**src/hw/rtl/mkx_pkg.sv**
```systemverilog
// shared types, constants and s-box table for the magma ctr keystream block
package mkx_pkg;

    // cipher geometry
    localparam int ROUNDS         = 32;
    localparam int FORWARD_ROUNDS = 24;
    localparam int ROUND_W        = $clog2(ROUNDS);
    localparam int ROT_LEFT       = 11;
    localparam int BLOCK_W        = 64;
    localparam int HALF_W         = 32;
    localparam int COUNT_W        = 4;
    localparam int BYTES          = BLOCK_W / 8;
    localparam int CFG_INDEX_W    = 3;

    typedef logic [3:0] nib_t;

    // s-box rows, row 0 serves the least significant nibble
    localparam nib_t SBOX [0:7][0:15] = '{
        '{4'd12, 4'd4,  4'd6,  4'd2,  4'd10, 4'd5,  4'd11, 4'd9,
          4'd14, 4'd8,  4'd13, 4'd7,  4'd0,  4'd3,  4'd15, 4'd1},
        '{4'd6,  4'd8,  4'd2,  4'd3,  4'd9,  4'd10, 4'd5,  4'd12,
          4'd1,  4'd14, 4'd4,  4'd7,  4'd11, 4'd13, 4'd0,  4'd15},
        '{4'd11, 4'd3,  4'd5,  4'd8,  4'd2,  4'd15, 4'd10, 4'd13,
          4'd14, 4'd1,  4'd7,  4'd4,  4'd12, 4'd9,  4'd6,  4'd0},
        '{4'd12, 4'd8,  4'd2,  4'd1,  4'd13, 4'd4,  4'd15, 4'd6,
          4'd7,  4'd0,  4'd10, 4'd5,  4'd3,  4'd14, 4'd9,  4'd11},
        '{4'd7,  4'd15, 4'd5,  4'd10, 4'd8,  4'd1,  4'd6,  4'd13,
          4'd0,  4'd9,  4'd3,  4'd14, 4'd11, 4'd4,  4'd2,  4'd12},
        '{4'd5,  4'd13, 4'd15, 4'd6,  4'd9,  4'd2,  4'd12, 4'd10,
          4'd11, 4'd7,  4'd8,  4'd1,  4'd4,  4'd3,  4'd14, 4'd0},
        '{4'd8,  4'd14, 4'd2,  4'd5,  4'd6,  4'd9,  4'd1,  4'd12,
          4'd15, 4'd4,  4'd11, 4'd0,  4'd13, 4'd10, 4'd3,  4'd7},
        '{4'd1,  4'd7,  4'd14, 4'd13, 4'd0,  4'd5,  4'd8,  4'd3,
          4'd4,  4'd15, 4'd10, 4'd6,  4'd9,  4'd12, 4'd11, 4'd2}
    };

    // configuration register indexes
    typedef enum logic [CFG_INDEX_W-1:0] {
        CFG_KEY_A     = 3'd0,
        CFG_KEY_B     = 3'd1,
        CFG_KEY_C     = 3'd2,
        CFG_KEY_D     = 3'd3,
        CFG_CTR_START = 3'd4
    } cfg_idx_t;

    // controller states
    typedef enum logic [1:0] {
        ST_IDLE,
        ST_RUN,
        ST_DONE
    } state_t;

    // commands from controller to datapath
    typedef struct packed {
        logic               load;      // take the input beat, set up the counter block
        logic               step;      // run one feistel round
        logic               last;      // this round is the final one, no half swap
        logic               out_load;  // move the finished block into the output register
        logic [ROUND_W-1:0] round;     // round number of this step
    } cmd_t;

endpackage

```
**src/hw/rtl/mkx_ctrl.sv**
```systemverilog
// controller: beat handshakes, round sequencing and output register valid
module mkx_ctrl
    import mkx_pkg::*;
(
    input  logic clk,
    input  logic rst_n,
    input  logic in_valid,
    output logic in_ready,
    output logic out_valid,
    input  logic out_ready,
    output cmd_t cmd
);

    state_t             state_reg, state_next;
    logic [ROUND_W-1:0] round_reg, round_next;
    logic               out_valid_reg, out_valid_next;
    logic               out_free;
    logic               last_round;

    assign out_free   = !out_valid_reg || out_ready;
    assign last_round = (round_reg == ROUND_W'(ROUNDS - 1));
    assign out_valid  = out_valid_reg;

    // state, round counter and output valid registers
    always_ff @(posedge clk or negedge rst_n)
    begin
        if (!rst_n)
        begin
            state_reg     <= ST_IDLE;
            round_reg     <= '0;
            out_valid_reg <= 1'b0;
        end
        else
        begin
            state_reg     <= state_next;
            round_reg     <= round_next;
            out_valid_reg <= out_valid_next;
        end
    end

    // next state and commands
    always_comb
    begin
        state_next   = state_reg;
        round_next   = round_reg;
        in_ready     = 1'b0;
        cmd.load     = 1'b0;
        cmd.step     = 1'b0;
        cmd.last     = last_round;
        cmd.out_load = 1'b0;
        cmd.round    = round_reg;
        case (state_reg)
            ST_IDLE:
            begin
                in_ready = 1'b1;
                if (in_valid)
                begin
                    cmd.load   = 1'b1;
                    round_next = '0;
                    state_next = ST_RUN;
                end
            end
            ST_RUN:
            begin
                cmd.step   = 1'b1;
                round_next = round_reg + ROUND_W'(1);
                if (last_round)
                begin
                    state_next = ST_DONE;
                end
            end
            ST_DONE:
            begin
                if (out_free)
                begin
                    cmd.out_load = 1'b1;
                    in_ready     = 1'b1;
                    if (in_valid)
                    begin
                        cmd.load   = 1'b1;
                        round_next = '0;
                        state_next = ST_RUN;
                    end
                    else
                    begin
                        state_next = ST_IDLE;
                    end
                end
            end
            default:
            begin
                state_next = ST_IDLE;
            end
        endcase
    end

    // output valid: set on load, cleared when the beat is taken
    always_comb
    begin
        if (cmd.out_load)
        begin
            out_valid_next = 1'b1;
        end
        else if (out_ready)
        begin
            out_valid_next = 1'b0;
        end
        else
        begin
            out_valid_next = out_valid_reg;
        end
    end

`ifndef NO_ASSERTIONS
    // an accepted beat always starts the round sequence
    a_load_starts_run: assert property (@(posedge clk) disable iff (!rst_n)
        (in_valid && in_ready) |=> (state_reg == ST_RUN && round_reg == '0))
        else $error("accepted beat did not start round sequence");

    // the final round always hands over to the done state
    a_last_round_done: assert property (@(posedge clk) disable iff (!rst_n)
        (state_reg == ST_RUN && last_round) |=> (state_reg == ST_DONE))
        else $error("final round did not finish the block");

    // no new beat while rounds are in flight
    a_no_accept_in_run: assert property (@(posedge clk) disable iff (!rst_n)
        (state_reg == ST_RUN) |-> !in_ready)
        else $error("input ready while rounds in flight");

    // the output register is never overwritten while holding an untaken beat
    a_no_overwrite: assert property (@(posedge clk) disable iff (!rst_n)
        cmd.out_load |-> (!out_valid_reg || out_ready))
        else $error("output register overwritten");
`endif

endmodule

```
**config.mk**
```make
export PLATFORM = sky130hd
export DESIGN_NAME = mkx_ctrl
export DESIGN_NICKNAME = d
export VERILOG_FILES = /design/src/hw/rtl/mkx_pkg.sv /design/src/hw/rtl/mkx_ctrl.sv
export SDC_FILE = /design/constraint.sdc
export NUM_CORES = 1
export LEC_CHECK = 0
export BUFFER_PORTS_ARGS = -buffer_cell sky130_fd_sc_hd__buf_2
export CORE_AREA = 2 2 39 41
export DETAILED_ROUTE_END_ITERATION = 7
export DIE_AREA = 0 0 41 43
export SYNTH_ARGS = -nofsm -noshare
export SYNTH_HDL_FRONTEND = slang
export SYNTH_SLANG_ARGS = --single-unit
```
**constraint.sdc**
```tcl
create_clock -name clk -period 2.65 [get_ports clk]
set_input_delay 0.53 -clock clk [delete_from_list [all_inputs] [get_ports clk]]
set_output_delay 0.53 -clock clk [all_outputs]
set_load 0.01 [all_outputs]
```
==> results.py <==
metrics = {
    "layout": {
        "finalInstanceArea_sq_um": 515,
        "mostFrequentLayoutCell": "buf_2",
        "largest_reg_flops": 5,
        "utilization_pct": 37.3,
        "mostFrequentLayoutCells": "buf_2, dfrtp_1, inv_1, o21ai_0, clkbuf_4",
        "num_antenna_cells": 0,
        "layout-drive-gt1-share_pct": 37.7,
        "area_growth_pct": 21.2,
        "nNetsFinal": 61,
    },
    "placement": {
        "gp_congestion": 0.679,
        "port_buffers": 14,
        "place_area_sq_um": 493,
        "place_ws_ps": 828,
        "dp_hpwl_um": 627,
    },
    "setup_path": {
        "end_kind": "output port",
        "cp.required_ps": 2120,
        "cp_data_arrival_time_ps": 1390,
        "timing.rr.start": "round_reg[0]",
        "r2r_slack_ps": 1290,
        "critical_path.startpoint_type": "flop",
        "r2r-end": "round_reg[4]",
        "worst-setup-path-type": "reg2out",
        "rr_worst_depth": 4,
        "path_max_fanout": 4,
    },
    "job": {
        "max_cap_viol_count": 0,
    },
    "global_routing": {
        "grt-ovfl-total": 0,
        "grt_max_degree": 9,
        "grt_pass1_wl_mm": 1.36,
        "grt_use_total_pct": 12.3,
        "antenna_found_initial": 0,
        "first_global_vias": 305,
        "grt_util_met3_pct": 6.28,
        "met1_usage_pct": 16.1,
        "grt_use_met2_pct": 14.4,
        "grt_busiest_layer": "met1",
    },
    "hold_path": {
        "min_path_type": "in2async",
    },
    "power": {
        "p_leak_nw": 0.292,
        "peakVddDrop_v": 0.000354,
        "powerDensity_nw_per_um2": 944,
    },
    "sta": {
        "fin_ws_ps": 730,
        "tns_ps": 0,
        "finalMaxSlewViolations": 0,
        "setup_viol": 0,
        "fin_crit_ps": 1920,
        "tightest_slew_ps": 257,
        "period_share_pct": 72.5,
        "clock_skew_ps": 2.55,
        "hold_viol_final": 0,
        "max_slew_margin_pct": 82.8,
        "max_freq_ghz": 0.521,
        "rsz0062_at_grt": "false",
    },
    "logic_synthesis": {
        "synth.area.top_cells": "dfrtp_1, ha_1, buf_4",
        "synthesis.instances": 39,
        "synth_top_area_share_pct": 47.1,
        "synth_area_sq_um": 425,
        "ys_ff_latch": 8,
        "yosysSeqAreaShare_pct": 47.1,
        "syn_area_per_cell_sq_um": 10.9,
        "synth_largest_area_cell": "dfrtp_1",
        "synth_nets": 45,
        "yosys.cell_types.count": 22,
        "yosysWarnings": 0,
    },
    "routing": {
        "drc_errors": 0,
        "wl_per_cell_um": 12.2,
        "drt-total-wl_um": 840,
        "firstDrtPassIters": 4,
        "drtIter0Drc": 8,
        "ant_nets": 0,
        "via_count": 341,
        "routed_via_density": 4.94,
    },
    "floorplan": {
        "die_w_um": 41,
        "core_sq_um": 1380,
        "io_pins": 15,
        "chipHeight_um": 43,
        "initial_core_util_pct": 30.7,
        "rows": 14,
        "dieArea_sq_um": 1760,
    },
    "clock_tree": {
        "cts_tree": "built",
        "clock_path_buffers": 2,
        "root_buffer": "clkbuf_4",
        "clk_latency_ps": 250,
        "path_clk_slew_ps": 50,
        "cts_resized": 0,
        "clock-sinks": 8,
        "cts_inserted_buffers": 3,
        "cts_hold_buf": 0,
        "cts_setup_buffers": 0,
        "cts_max_level": 1,
    },
    "run_status": {
        "status": "completed",
    },
}
## worst max-delay path by stage
stage                 startpoint  endpoint  cells after the start
floorplan              out_ready    cmd[8]                      3
CTS                 round_reg[0]    cmd[6]                      4
global placement       out_ready    cmd[8]                      5
detailed placement     out_ready    cmd[8]                      5
finish              round_reg[0]    cmd[6]                      4
global route        round_reg[0]    cmd[6]                      4
## metal layers
metal / up-vias / routed length [um]
li1: 161 / -
met1: 166 / 424
met2: 12 / 355
met3: 2 / 45
met4: 0 / 14
met5: - / 0
## logic make-up (layout without fill, tap and decap cells)
group | after synthesis | count (layout) | synth area share (%)
and+or+nand+nor | 11 | 11 | 17.7
AOI/OAI and AO/OA | 10 | 10 | 16.8
DFF | 8 | 8 | 47.1
buffers and inverters | 6 | 20 | 7.94
adders and majority gates | 2 | 2 | 5.88
xor gates and xnor gates | 1 | 1 | 2.06
muxes | 1 | 1 | 2.65
## cells in the mapped netlist
| cell type | number |
|---|---|
| and2_1 | 1 |
| and2b_1 | 1 |
| dfrtp_1 | 8 |
| a21o_1 | 1 |
| buf_4 | 3 |
| o2111ai_1 | 1 |
| o21ai_0 | 3 |
| a22o_1 | 2 |
| ha_1 | 2 |
| nand2b_1 | 1 |
| a21oi_1 | 2 |
| nand2_1 | 2 |
| nor2_1 | 1 |
| xor2_1 | 1 |
| or3_1 | 1 |
| nor2b_1 | 1 |
| o211ai_2 | 1 |
| mux2_2 | 1 |
| inv_1 | 3 |
| and3_1 | 1 |
| nand3b_4 | 1 |
| nand3_1 | 1 |
## critical path: stages, from the launching register on
cell,delay [ps]
dfrtp_1,410
ha_1,220
and3_1,150
ha_1,210
buf_2,150
## cell type report
class | count | area [sq um]
Clock buffer | 3 | 22.5
Fill cell | 153 | 868
Inverter | 3 | 11.3
Multi-Input combinational cell | 25 | 191
Sequential cell | 8 | 200
Tap cell | 16 | 20.0
Timing Repair Buffer | 14 | 70.1
## power breakdown
| group | internal, mW | switching (mW) | leakage, nW |
|---|---|---|---|
| sequential | 0.164 | 0.0442 | 0.0990 |
| combinational | 0.0959 | 0.0905 | 0.180 |
| clock | 0.0518 | 0.0403 | 0.0138 |
## through the flow
step	cells	hold slack, ps	total power, mW
after global routing	69	102	0.536
after global placement	66	382	0.394
after detailed placement	66	384	0.396
after floorplan	39	234	0.329
final	69	114	0.487
after CTS	69	104	0.496
(Power assumes the default switching activity.)
