## src/hw/rtl/mkx_pkg.sv

```systemverilog
// shared types, constants and s-box table for the magma ctr keystream block
package mkx_pkg;

    // cipher geometry
    localparam int ROUNDS         = 32;
    localparam int FORWARD_ROUNDS = 24;
    localparam int ROUND_W        = $clog2(ROUNDS);
    localparam int ROT_LEFT       = 11;
    localparam int BLOCK_W        = 64;
    localparam int HALF_W         = 32;
    localparam int COUNT_W        = 4;
    localparam int BYTES          = BLOCK_W / 8;
    localparam int CFG_INDEX_W    = 3;

    typedef logic [3:0] nib_t;

    // s-box rows, row 0 serves the least significant nibble
    localparam nib_t SBOX [0:7][0:15] = '{
        '{4'd12, 4'd4,  4'd6,  4'd2,  4'd10, 4'd5,  4'd11, 4'd9,
          4'd14, 4'd8,  4'd13, 4'd7,  4'd0,  4'd3,  4'd15, 4'd1},
        '{4'd6,  4'd8,  4'd2,  4'd3,  4'd9,  4'd10, 4'd5,  4'd12,
          4'd1,  4'd14, 4'd4,  4'd7,  4'd11, 4'd13, 4'd0,  4'd15},
        '{4'd11, 4'd3,  4'd5,  4'd8,  4'd2,  4'd15, 4'd10, 4'd13,
          4'd14, 4'd1,  4'd7,  4'd4,  4'd12, 4'd9,  4'd6,  4'd0},
        '{4'd12, 4'd8,  4'd2,  4'd1,  4'd13, 4'd4,  4'd15, 4'd6,
          4'd7,  4'd0,  4'd10, 4'd5,  4'd3,  4'd14, 4'd9,  4'd11},
        '{4'd7,  4'd15, 4'd5,  4'd10, 4'd8,  4'd1,  4'd6,  4'd13,
          4'd0,  4'd9,  4'd3,  4'd14, 4'd11, 4'd4,  4'd2,  4'd12},
        '{4'd5,  4'd13, 4'd15, 4'd6,  4'd9,  4'd2,  4'd12, 4'd10,
          4'd11, 4'd7,  4'd8,  4'd1,  4'd4,  4'd3,  4'd14, 4'd0},
        '{4'd8,  4'd14, 4'd2,  4'd5,  4'd6,  4'd9,  4'd1,  4'd12,
          4'd15, 4'd4,  4'd11, 4'd0,  4'd13, 4'd10, 4'd3,  4'd7},
        '{4'd1,  4'd7,  4'd14, 4'd13, 4'd0,  4'd5,  4'd8,  4'd3,
          4'd4,  4'd15, 4'd10, 4'd6,  4'd9,  4'd12, 4'd11, 4'd2}
    };

    // configuration register indexes
    typedef enum logic [CFG_INDEX_W-1:0] {
        CFG_KEY_A     = 3'd0,
        CFG_KEY_B     = 3'd1,
        CFG_KEY_C     = 3'd2,
        CFG_KEY_D     = 3'd3,
        CFG_CTR_START = 3'd4
    } cfg_idx_t;

    // controller states
    typedef enum logic [1:0] {
        ST_IDLE,
        ST_RUN,
        ST_DONE
    } state_t;

    // commands from controller to datapath
    typedef struct packed {
        logic               load;      // take the input beat, set up the counter block
        logic               step;      // run one feistel round
        logic               last;      // this round is the final one, no half swap
        logic               out_load;  // move the finished block into the output register
        logic [ROUND_W-1:0] round;     // round number of this step
    } cmd_t;

endpackage

```

## src/hw/rtl/mkx_datapath.sv

```systemverilog
// datapath: config registers, block counter, shared magma round unit, output register
module mkx_datapath
    import mkx_pkg::*;
(
    input  logic                   clk,
    input  logic                   rst_n,
    input  logic                   cfg_we,
    input  logic [CFG_INDEX_W-1:0] cfg_index,
    input  logic [BLOCK_W-1:0]     cfg_data,
    input  cmd_t                   cmd,
    input  logic [BLOCK_W-1:0]     data_block,
    input  logic [COUNT_W-1:0]     byte_count,
    input  logic                   message_start,
    output logic [BLOCK_W-1:0]     result_block,
    output logic [COUNT_W-1:0]     result_count
);

    logic [BLOCK_W-1:0] key_a_reg, key_b_reg, key_c_reg, key_d_reg;
    logic [BLOCK_W-1:0] ctr_start_reg;
    logic [BLOCK_W-1:0] counter_reg;
    logic [BLOCK_W-1:0] ctr_block;
    logic [HALF_W-1:0]  hi_reg, hi_next;
    logic [HALF_W-1:0]  lo_reg, lo_next;
    logic [BLOCK_W-1:0] data_reg;
    logic [COUNT_W-1:0] count_reg;
    logic [COUNT_W-1:0] count_sat;
    logic [BLOCK_W-1:0] result_reg;
    logic [COUNT_W-1:0] result_count_reg;
    logic [BLOCK_W-1:0] byte_mask;
    logic [2:0]         key_sel;
    logic [BLOCK_W-1:0] key_word;
    logic [HALF_W-1:0]  round_key;
    logic [HALF_W-1:0]  sum;
    logic [HALF_W-1:0]  subst;
    logic [HALF_W-1:0]  rotated;
    logic [HALF_W-1:0]  feistel;

    // block to encipher: restart value at message start
    assign ctr_block = message_start ? ctr_start_reg : counter_reg;

    // config registers and block counter
    always_ff @(posedge clk or negedge rst_n)
    begin
        if (!rst_n)
        begin
            key_a_reg     <= '0;
            key_b_reg     <= '0;
            key_c_reg     <= '0;
            key_d_reg     <= '0;
            ctr_start_reg <= '0;
            counter_reg   <= '0;
        end
        else
        begin
            if (cfg_we)
            begin
                case (cfg_index)
                    CFG_KEY_A:     key_a_reg     <= cfg_data;
                    CFG_KEY_B:     key_b_reg     <= cfg_data;
                    CFG_KEY_C:     key_c_reg     <= cfg_data;
                    CFG_KEY_D:     key_d_reg     <= cfg_data;
                    CFG_CTR_START: ctr_start_reg <= cfg_data;
                    default:       ;
                endcase
            end
            if (cmd.load)
            begin
                counter_reg <= ctr_block + BLOCK_W'(1);
            end
        end
    end

    // round key: K0..K7 forward, then K7..K0 for the closing rounds
    always_comb
    begin
        if (cmd.round < ROUND_W'(FORWARD_ROUNDS))
        begin
            key_sel = cmd.round[2:0];
        end
        else
        begin
            key_sel = ~cmd.round[2:0];
        end
        case (key_sel[2:1])
            2'd0:    key_word = key_a_reg;
            2'd1:    key_word = key_b_reg;
            2'd2:    key_word = key_c_reg;
            default: key_word = key_d_reg;
        endcase
        round_key = key_sel[0] ? key_word[HALF_W-1:0] : key_word[BLOCK_W-1:HALF_W];
    end

    // round function: add key, s-box per nibble, rotate left
    always_comb
    begin
        sum = lo_reg + round_key;
        for (int i = 0; i < 8; i++)
        begin
            subst[4*i +: 4] = SBOX[i][sum[4*i +: 4]];
        end
        rotated = {subst[HALF_W-ROT_LEFT-1:0], subst[HALF_W-1:HALF_W-ROT_LEFT]};
        feistel = rotated ^ hi_reg;
    end

    // half update: load the counter block, then swap on every round but the last
    always_comb
    begin
        hi_next = hi_reg;
        lo_next = lo_reg;
        if (cmd.load)
        begin
            hi_next = ctr_block[BLOCK_W-1:HALF_W];
            lo_next = ctr_block[HALF_W-1:0];
        end
        else if (cmd.step)
        begin
            if (cmd.last)
            begin
                hi_next = feistel;
            end
            else
            begin
                hi_next = lo_reg;
                lo_next = feistel;
            end
        end
    end

    // byte count clamp to the block size
    assign count_sat = (byte_count > COUNT_W'(BYTES)) ? COUNT_W'(BYTES) : byte_count;

    // keep only the leading valid bytes
    always_comb
    begin
        for (int b = 0; b < BYTES; b++)
        begin
            byte_mask[BLOCK_W-1-8*b -: 8] = (COUNT_W'(b) < count_reg) ? 8'hFF : 8'h00;
        end
    end

    // working halves, captured beat and output register
    always_ff @(posedge clk)
    begin
        hi_reg <= hi_next;
        lo_reg <= lo_next;
        if (cmd.load)
        begin
            data_reg  <= data_block;
            count_reg <= count_sat;
        end
        if (cmd.out_load)
        begin
            result_reg       <= (data_reg ^ {hi_reg, lo_reg}) & byte_mask;
            result_count_reg <= count_reg;
        end
    end

    assign result_block = result_reg;
    assign result_count = result_count_reg;

endmodule

```

## config.mk

```make
export PLATFORM = sky130hd
export DESIGN_NAME = mkx_datapath
export DESIGN_NICKNAME = d
export VERILOG_FILES = /design/src/hw/rtl/mkx_pkg.sv /design/src/hw/rtl/mkx_datapath.sv
export SDC_FILE = /design/constraint.sdc
export NUM_CORES = 1
export LEC_CHECK = 0
export ABC_AREA = 1
export BUFFER_PORTS_ARGS = -buffer_cell sky130_fd_sc_hd__buf_4
export CELL_PAD_IN_SITES_DETAIL_PLACEMENT = 0
export CELL_PAD_IN_SITES_GLOBAL_PLACEMENT = 1
export CORE_UTILIZATION = 45
export CTS_CLUSTER_DIAMETER = 120
export DETAILED_ROUTE_END_ITERATION = 10
export PLACE_DENSITY_LB_ADDON = 0.08
export SLEW_MARGIN = 5
export SYNTH_ARGS = -nofsm -noshare
export SYNTH_HDL_FRONTEND = slang
export SYNTH_SLANG_ARGS = --single-unit
```

## constraint.sdc

```tcl
create_clock -name clk -period 4.5 [get_ports clk]
set_input_delay 0.9 -clock clk [delete_from_list [all_inputs] [get_ports clk]]
set_output_delay 0.9 -clock clk [all_outputs]
set_load 0.01 [all_outputs]
```

==> results.md, run 1 <==
- Dividing the synthesized area by the synthesized cell count gives 8.302 um^2.
- STA classifies the critical path endpoint as a flip-flop.
- At the worst endpoint, the required time is 4.86 ns.
- The initial antenna violation count is 2.
- The routability congestion estimate is 0.9468.
- Summing the areas of all compound-gate instances in the mapped netlist gives 12.96% of the synthesized area.
- The worst slew slack as a fraction of its limit is 24.59%.
- Synthesis inferred around 580 register bits.
- The final wirelength is 111.0 mm.
- Counting the buffers created by CTS gives 61.
- The share of the clock period used by the worst path is 98.80%.
- Once the floorplan was initialized, standard cells occupied a little under half of the core.
- In this run the deepest clock path goes through 3 buffers.
- The cell at the root of the clock tree is sky130_fd_sc_hd__clkbuf_16.
- The synthesized netlist occupies a cell area of between 30000 and 40000 um^2.
- The first-pass GRT wire length is 162.9 mm.
- In the final routed layout, each cell accounts on average for 21.90 um.
- The number of buffers and inverters on the critical path is 11.
- The worst hold margin is 0.1338 ns.
- The number of cells in the design after placement is 4927.
- Along the worst path, the maximum fanout reaches 6.
- The via count of the first global-routing pass came to ~26000.
- In this run the static leakage power is 18.16 nW.
- The run finished with clean final reports.
- The placed instance area is around 35000 um^2.
- The global routing stage identified its most utilized layer as met2.
- Across the VDD grid, the largest voltage drop is 0.4229 mV.
- Sequential cells were found to cover 50.99% of the synthesized design area.
- Among cell families on the critical path, the largest total delay comes from buffers and inverters.
- The number of top-level pins is between 200 and 250.
- The number of max-cap violations is 0.
- The detail route stage leaves a number of antenna-violating nets equal to 0.
- When the netlist entered floorplanning its net count stood at 3908.
- The final max-slew violation count came to 0.
- Global routing used 40.40% of the available met1 tracks.
- The clock period minus final worst setup slack is 4.446 ns.
- Yosys mapped the design onto 56 distinct sky130hd cell types.
- Clock latency on the worst-skew pair, taken at its later pin, is around 0.65 ns.
- The net count of the finished layout is 4368.
- The growth of design area from synthesis to finish is 26.54%.
- The total setup violations reported at the end of the flow is 0.
- The synthesized netlist devotes 22.96% of its cell area to simple gates.
- The worst register-to-register path has a setup slack of 0.85 ns.
- The critical path is of the input pin to flip-flop type.
- The met3 global-route usage is roughly 4.1%.
- The path class of the tightest hold or removal check is input pin to async pin.
- The TritonCTS clock tree is done.
- The pin slew with the least headroom to its limit is 1.131 ns.
- For this run, the detailed router's first-pass iteration total came to 5.
- For this run, the slowest stage of the critical path takes 0.38 ns.
- Yosys printed 0 warnings.
- After synthesis, the largest family of logic cells by area is simple AND/OR/NAND/NOR gates.
- The total grt overflow is 0.
- The site row count is 95.
- The endpoint arrival time on the critical path is about 4.8 ns.
- The final hold violation count is 0.
- Buffers placed on the I/O ports in this run total 215.
- The achievable frequency is 224.9 MHz.
- In the synthesized netlist, mux cells make up 0.7722% of the area.
- The H-tree generated during clock tree synthesis spans 2 levels.
- The number of standard cells after synthesis is 3689.
- The overall routing resource usage is 31.34%.
- CTS saw 584 sinks.
- The placeable core region is between 60000 and 70000 um^2.
- After detailed routing, the number of vias per cell comes to approximately 5.4.
- The DRC violation total after the first TritonRoute iteration is approximately 2500.
- For this run, design rule violations remaining after detail routing come to 0.
- The height of the die is roughly 260 um.
- The post-layout utilization of the core is 57.60%.
- Leaving out filler cells and counting taps, the final layout contains 5071.
- The slowest library cell on the worst path is sky130_fd_sc_hd__fa_2.
- The placed wire-length estimate is about 84 mm.
- The final route contains 27540 vias.
- Total power for the finished layout comes to 24.88 mW.
- The number of buffers inserted for hold repair after clock tree synthesis is 0.
- The clock arrives with 0.01648 ns of skew.
- The met2 demand-to-capacity share in global routing is 53.61%.
- Clock-pin slew was measured on the worst setup and hold paths at 0.06 ns.
- Once layout is done, the placed cells without fillers occupy 38750 um^2.
- The worst setup path is launched from an input pin.
- The floorplan step defined a die boundary enclosing 69100 um^2.
- The width of the die is 262.9 um.
- Counting stages on the worst path, the most repeated cell is sky130_fd_sc_hd__nand2_2.
- Setup repair after global routing could not meet its margin everywhere.
- The synthesized-area fraction occupied by xor and xnor cells is under 10%.
- The cell area power density is 642.1 nW/um^2.
- The adder-cell area share of the yosys netlist is 2.925%.
- In the final layout, the share of cells above drive strength 1 is 22.52%.
- The maximum number of pins on one net before global-route repair is 126.
final timing paths:
path	cells past startpoint	from	to
setup reg to reg	24	key_c_reg[0]	lo_reg[24]
setup / recovery	34	cmd[4]	lo_reg[24]
min in group clk	1	data_block[28]	data_reg[28]
max in group asynchronous	2	rst_n	key_a_reg[25]
hold / removal	1	rst_n	counter_reg[52]
hold reg to reg	2	counter_reg[40]	counter_reg[40]
power by group:
| part | total [mW] | internal (mW) | switching, mW |
|---|---|---|---|
| Clock | 5.00 | 2.83 | 2.17 |
| Combinational | 11.9 | 5.22 | 6.70 |
| Sequential | 7.97 | 6.84 | 1.13 |
layout by cell type (no fill, tap or decap), drive strengths merged, types with 73 or more instances in the layout:
| master | n |
|---|---|
| edfxtp | 200 |
| nand3 | 195 |
| buf | 545 |
| o21ai | 469 |
| dfrtp | 384 |
| nand2 | 1144 |
| a21oi | 73 |
| inv | 378 |
| clkbuf | 96 |
| nor2 | 288 |
worst reg2reg max path, stage by stage, from the launching register on:
cell                       delay, ns
sky130_fd_sc_hd__dfrtp_1        0.39
sky130_fd_sc_hd__o21ai_0        0.28
sky130_fd_sc_hd__nand3_2        0.11
sky130_fd_sc_hd__o21ai_2        0.08
sky130_fd_sc_hd__a21oi_2        0.10
sky130_fd_sc_hd__ha_2           0.21
sky130_fd_sc_hd__fa_2           0.38
sky130_fd_sc_hd__nand3_2        0.08
sky130_fd_sc_hd__nand3_2        0.08
sky130_fd_sc_hd__nand2_2        0.10
sky130_fd_sc_hd__nand2_4        0.08
sky130_fd_sc_hd__nand2_4        0.08
sky130_fd_sc_hd__nand2_4        0.05
sky130_fd_sc_hd__buf_6          0.12
sky130_fd_sc_hd__xor2_4         0.21
sky130_fd_sc_hd__inv_2          0.08
sky130_fd_sc_hd__ha_1           0.18
sky130_fd_sc_hd__inv_1          0.06
sky130_fd_sc_hd__nand2_2        0.06
sky130_fd_sc_hd__o211ai_1       0.21
sky130_fd_sc_hd__nand2_1        0.09
sky130_fd_sc_hd__nand2_2        0.08
sky130_fd_sc_hd__buf_4          0.10
sky130_fd_sc_hd__buf_4          0.09
sky130_fd_sc_hd__a31oi_1        0.07
cell families after synthesis:
kind of cell	count (synthesis)
and+or+nand+nor	1694
AOI/OAI and AO/OA	703
DFF	584
buffers and inverters	529
xor gates and xnor gates	86
adders and majority gates	71
muxes	22
Yosys cell counts, drive strengths merged:
library cell | number | area share, %
a21oi | 73 | 1.2
nand4 | 18 | 0.41
o311ai | 1 | 0.029
fa | 1 | 0.065
o221ai | 3 | 0.086
or3 | 2 | 0.041
a21boi | 2 | 0.049
xor2 | 40 | 1.1
nand2 | 1144 | 14
a31oi | 30 | 0.61
xnor2 | 46 | 1.3
o21a | 10 | 0.25
clkbuf | 129 | 1.6
nand3b | 10 | 0.25
o21bai | 8 | 0.20
a211oi | 32 | 0.78
nor3 | 20 | 0.44
edfxtp | 200 | 20
dfrtp | 384 | 31
o211ai | 40 | 0.98
nor4 | 9 | 0.25
nor2 | 288 | 4.0
a22o | 6 | 0.17
buf | 22 | 0.72
mux2 | 1 | 0.037
a221oi | 14 | 0.40
inv | 378 | 4.6
o22ai | 9 | 0.18
or2 | 8 | 0.16
a21o | 1 | 0.025
nand3 | 195 | 3.3
a22oi | 5 | 0.12
o21ai | 469 | 7.9
ha | 70 | 2.9
mux2i | 21 | 0.74
final cells by class:
class | count | area (um^2)
Timing Repair Buffer | 548 | 4508
Inverter | 378 | 1430
Sequential cell | 584 | 15620
Clock buffer | 93 | 1779
Tap cell | 873 | 1092
Fill cell | 6036 | 28520
Clock inverter | 17 | 161.4
Antenna cell | 2 | 5.005
Multi-Input combinational cell | 2576 | 14160
timing repair:
action / CTS / global route
setup endpoints to repair: 49 / 53
gates resized for setup: 30 / 230
gates cloned: 1 / 3
setup buffers: 4 / 25
pin swaps: 7 / 47
through the flow:
| stage | setup TNS (ns) | worst slack [ns] |
|---|---|---|
| after detailed placement | -44.35 | -1.005 |
| after CTS | 0 | 0.009758 |
| final | 0 | 0.05383 |
| after global placement | -39.12 | -0.8714 |
| after global routing | -0.8955 | -0.07788 |
| after floorplan | 0 | 0.01552 |
routing by layer:
metal / share of wire, % / vias to the layer above
met5: 0 / -
met3: 5.5 / 179
met2: 49 / 874
met1: 42 / 13470
met4: 3.8 / 0
li1: - / 13020
Power figures use the tool's default switching activity.
==> run 2, diff against run 1 <==
Settings changed: ABC_AREA 1 to unset, CTS_BUF_LIST set to sky130_fd_sc_hd__clkbuf_4 sky130_fd_sc_hd__clkbuf_8.
==> run 2 against run 1 <==
Net effect:
- power rose by 34%
- the run now ends with negative setup slack left
- fmax fell by 8.4%
- sequential power rose by 5.3%
- highest routed layer is now met5
- final cell count fell by 24%
- clock power rose by 1%
- sequential share of layout area fell by 1.2 points
- clock skew rose by 0.014 ns
==> results.md, run 2 <==
- The critical path data required time was 4.91 ns (+0.05 ns).
- The DRC violation total after the first TritonRoute iteration came to 1310 (-48%).
- The setup skew after layout is 0.03076 ns (+0.01428 ns).
- In this run the critical register-to-register path is captured at hi_reg[27].
- The achievable frequency was 206.0 MHz (-8.4%).
- Setup repair after global routing could not meet its margin everywhere.
- The via count of the first global-routing pass is 22580 (-15%).
- The mean instance size in the synthesized netlist is 12.68 um^2 (+53%).
- The first-pass GRT wire length was 135.5 mm (-17%).
- The overall routing resource usage is 26.32% (-5.0 points).
- The highest ir drop seen on vdd was 0.4918 mV (+16%).
- The final hold violation count was 0 (unchanged).
- The post-route setup TNS came to -8.339 ns (-8.339 ns).
- The total grt overflow is 0 (unchanged).
- The count of TritonRoute iterations in the first routing pass is 5 (unchanged).
- The largest fanout on the critical path is 8 (+2).
- The number of max-cap violations came to 0 (unchanged).
- Sorting the synthesized cells by area gives the leading types as sky130_fd_sc_hd__dfrtp_1 (32%), sky130_fd_sc_hd__edfxtp_1 (20%), sky130_fd_sc_hd__mux2_2 (15%).
- The total length of routed met2 wires is 42.79 mm (-21%).
- The number of fill cells is 5510 (-8.7%).
- The dominant cell type by area after synthesis is sky130_fd_sc_hd__dfrtp_1.
- The startpoint type of the worst setup path is an input pin.
- The most common cell in the synthesized netlist is sky130_fd_sc_hd__mux2_2.
- The final max-slew violation count is 0 (unchanged).
- The element type at the critical path end is a flip-flop.
- In this run the critical register-to-register path is launched from key_b_reg[0].
- The routability congestion estimate is 0.9267 (-2.1%).
- The synthesized netlist net count was 2622 (-33%).
- The growth of design area from synthesis to finish is 31.09%.
- Sorting the synthesized cells by how often they occur yields sky130_fd_sc_hd__mux2_2 (400), sky130_fd_sc_hd__dfrtp_1 (384), sky130_fd_sc_hd__edfxtp_1 (200).
- The total setup violations reported at the end of the flow was 48 (+48).
- The post-layout utilization of the core was 59.57% (+2.0 points).
- The area occupied by registers is 15620 um^2 (unchanged).
- The pre-CTS setup slack was -1.243 ns (-0.2378 ns).
- In the synthesized netlist the dominant register cell turns out to be sky130_fd_sc_hd__dfrtp_1.
- The number of nets in the final layout is 3130 (-28%).
- The height of the die was 262.2 um (-0.27%).
- The placed wire-length estimate was 64.18 mm (-23%).
- The met1 wire length is 40.46 mm (-13%).
- Signal routing reaches up to met5.
- The number of flops mapped to enable cells by yosys is 200 (unchanged).
- TritonCTS built the clock tree.
- The effective utilization at floorplan is 45.44% (-0.085 points).
- The setup slack of the critical path after layout came to -0.3533 ns (-0.4071 ns).
- The placeable core region was 67040 um^2 (-0.35%).
- The final wirelength is 90.02 mm (-19%).
- Leaving out fill and tap cells, the most frequent cells in the layout are sky130_fd_sc_hd__buf_4 (450), sky130_fd_sc_hd__dfrtp_1 (384), sky130_fd_sc_hd__mux2_2 (369).
- The flop-to-flop setup slack was 0.10 ns (-0.75 ns).
- The worst slew slack as a fraction of its limit is 24.73% (+0.14 points).
- The checks that failed: negative setup slack.
- The clock period minus final worst setup slack is 4.853 ns (+0.4071 ns).
- The clock slew at the register clock pins of the worst setup and hold paths was 0.06 ns (about the same).
- The total met3 wirelength after detailed routing is 4.462 mm (-27%).
- The cell area after synthesis is 30460 um^2 (-0.54%).
- The cell area power density came to 833.7 nW/um^2 (+30%).
- The share of the clock period used by the worst path was 107.9% (+9.0 points).
- The number of remaining DRC errors is 0 (unchanged).
- The number of buffers on the longest clock path was 3 (unchanged).
- The fraction of post-synthesis cell area in the top cell type by area is 31.55% (+0.17 points).
- The number of standard cells after synthesis is 2403 (-35%).
- The number of synthesized register bits is 584 (unchanged).
- Leaving out fill and tap cells, the most frequent cell in the layout is sky130_fd_sc_hd__buf_4.
- The number of top-level pins is 216 (unchanged).
- The area of all placed cells without fillers is 39930 um^2 (+3.0%).
- The static leakage is 16.37 nW (-9.8%).
- The residual antenna-violating net count after detailed routing is 0 (unchanged).
- The initial antenna violation count came to 2 (unchanged).
- The number of clock buffers inserted by TritonCTS is 102 (+67%).
- The min-delay analysis places its worst path in the category input pin to async pin.
- The quantity of I/O buffers inserted on ports is 215 (unchanged).
- The vias after detailed routing is 21720 (-21%).
- The length in cells of the worst reg-to-reg path came to 15 (-38%).
- The number of H-tree branching levels is 3 (+1).
- The area used by multi-input combinational logic is 16520 um^2 (+17%).
- The count of unique library cells instantiated by Yosys is 91 (+63%).
- The number of warnings issued by yosys came to 0 (unchanged).
- The endpoint arrival time on the critical path is 5.26 ns (+0.46 ns).
- The die outline area is 68730 um^2 (-0.54%).
- The clock latency at the later pin of the worst-skew pair came to 0.70 ns (+0.05 ns).
- The placed instance area is 35510 um^2 (+0.71%).
- The worst setup path category is input pin to flip-flop.
- The share of layout cells above drive strength 1 is 48.78% (+26 points).
- The portion of the post-synthesis area used by sequential elements came to 51.26% (+0.28 points).
- The run finished, with violations left.
- The overall power came to 33.29 mW (+34%).
- The number of buffers inserted for hold repair after clock tree synthesis is 0 (unchanged).
- The pin slew with the least headroom to its limit is 1.129 ns (-0.002082 ns).
- The detailed-route wire length per cell was 23.27 um (+6.3%).
- The cell sitting at the root of the clock tree is a sky130_fd_sc_hd__clkbuf_8.
- The clock sink count is 584 (unchanged).
- The site row count was 95 (unchanged).
- The maximum number of pins on one net before global-route repair is 111 (-12%).
- The width of the die is 262.2 um (-0.27%).
- The fraction of synthesis flops using an asynchronous set or reset pin is 65.75% (unchanged).
- The detailed-route vias per instance came to 5.614 (+3.4%).
-- run 2: repair_timing --
item                       4_1_cts  5_1_grt
setup buffers                   28       16
cloned                           3        0
gates resized for setup        228      138
setup endpoints to repair       53       56
pin swaps                       83       70
-- run 2: metal layers --
metal | vias up | global-route usage [%]
li1 | 9909 | -
met1 | 11180 | 36.65
met2 | 491 | 42.00
met3 | 142 | 4.350
met4 | 2 | 8.446
met5 | - | 0
-- run 2: how the worst max path moves through the flow --
stage | from | to | slack [ns] | cells after the start
finish | cmd[4] | hi_reg[10] | -0.35 | 20
global route | cmd[4] | hi_reg[10] | -0.48 | 22
CTS | cmd[4] | hi_reg[10] | -0.27 | 22
detailed placement | cmd[3] | hi_reg[6] | -1.24 | 19
global placement | cmd[3] | hi_reg[6] | -1.20 | 19
floorplan | cmd[3] | hi_reg[27] | -0.79 | 18
-- run 2: report_power, final --
part           total, mW  switching [mW]  internal, mW
Clock               5.06            2.23          2.83
Combinational       19.8            9.42          10.4
Sequential          8.39            1.24          7.14
Total               33.3            12.9          20.4
-- run 2: kinds of logic (layout without fill, tap and decap cells) --
kind of cell,Yosys count,after routing,share of synthesized area [%]
buffers and inverters,154,744,2.046
adders and majority gates,71,71,2.941
AOI/OAI and AO/OA,386,386,8.248
muxes,537,537,22.29
other,0,3,0
DFF,584,584,51.26
and+or+nand+nor,486,486,7.825
xor gates and xnor gates,185,185,5.389
-- run 2: final cells by class --
class                      instances  share of cell area, %
antenna                            3                0.01880
multi-input combinational       1665                  41.36
timing repair buffer             516                  11.06
tap                              873                  2.735
inverter                          42                 0.4011
sequential                       584                  39.10
clock inverter                    32                 0.6392
clock buffer                     154                  4.681
-- run 2: worst max-delay path, stage by stage --
cell                        delay, ns
sky130_fd_sc_hd__buf_8           0.10
sky130_fd_sc_hd__nand2_8         0.07
sky130_fd_sc_hd__xor2_4          0.20
sky130_fd_sc_hd__buf_12          0.18
sky130_fd_sc_hd__buf_12          0.12
sky130_fd_sc_hd__buf_12          0.13
sky130_fd_sc_hd__mux4_2          0.50
sky130_fd_sc_hd__mux2_4          0.33
sky130_fd_sc_hd__ha_4            0.31
sky130_fd_sc_hd__nand3_2         0.11
sky130_fd_sc_hd__o22ai_4         0.25
sky130_fd_sc_hd__o2111ai_4       0.24
sky130_fd_sc_hd__a2111o_1        0.52
sky130_fd_sc_hd__buf_6           0.16
sky130_fd_sc_hd__a21oi_4         0.19
sky130_fd_sc_hd__o21ai_1         0.10
sky130_fd_sc_hd__o211a_1         0.15
sky130_fd_sc_hd__or3_4           0.35
sky130_fd_sc_hd__a311oi_2        0.26
sky130_fd_sc_hd__a21oi_1         0.07
-- run 2: through the flow --
stage / hold slack (ns) / cells
2_1_floorplan: 0.4422 / 2403
3_3_place_gp: 0.4631 / 3647
3_5_place_dp: 0.4682 / 3647
4_1_cts: 0.2201 / 3861
5_1_grt: 0.2575 / 3868
6_report: 0.2005 / 3869
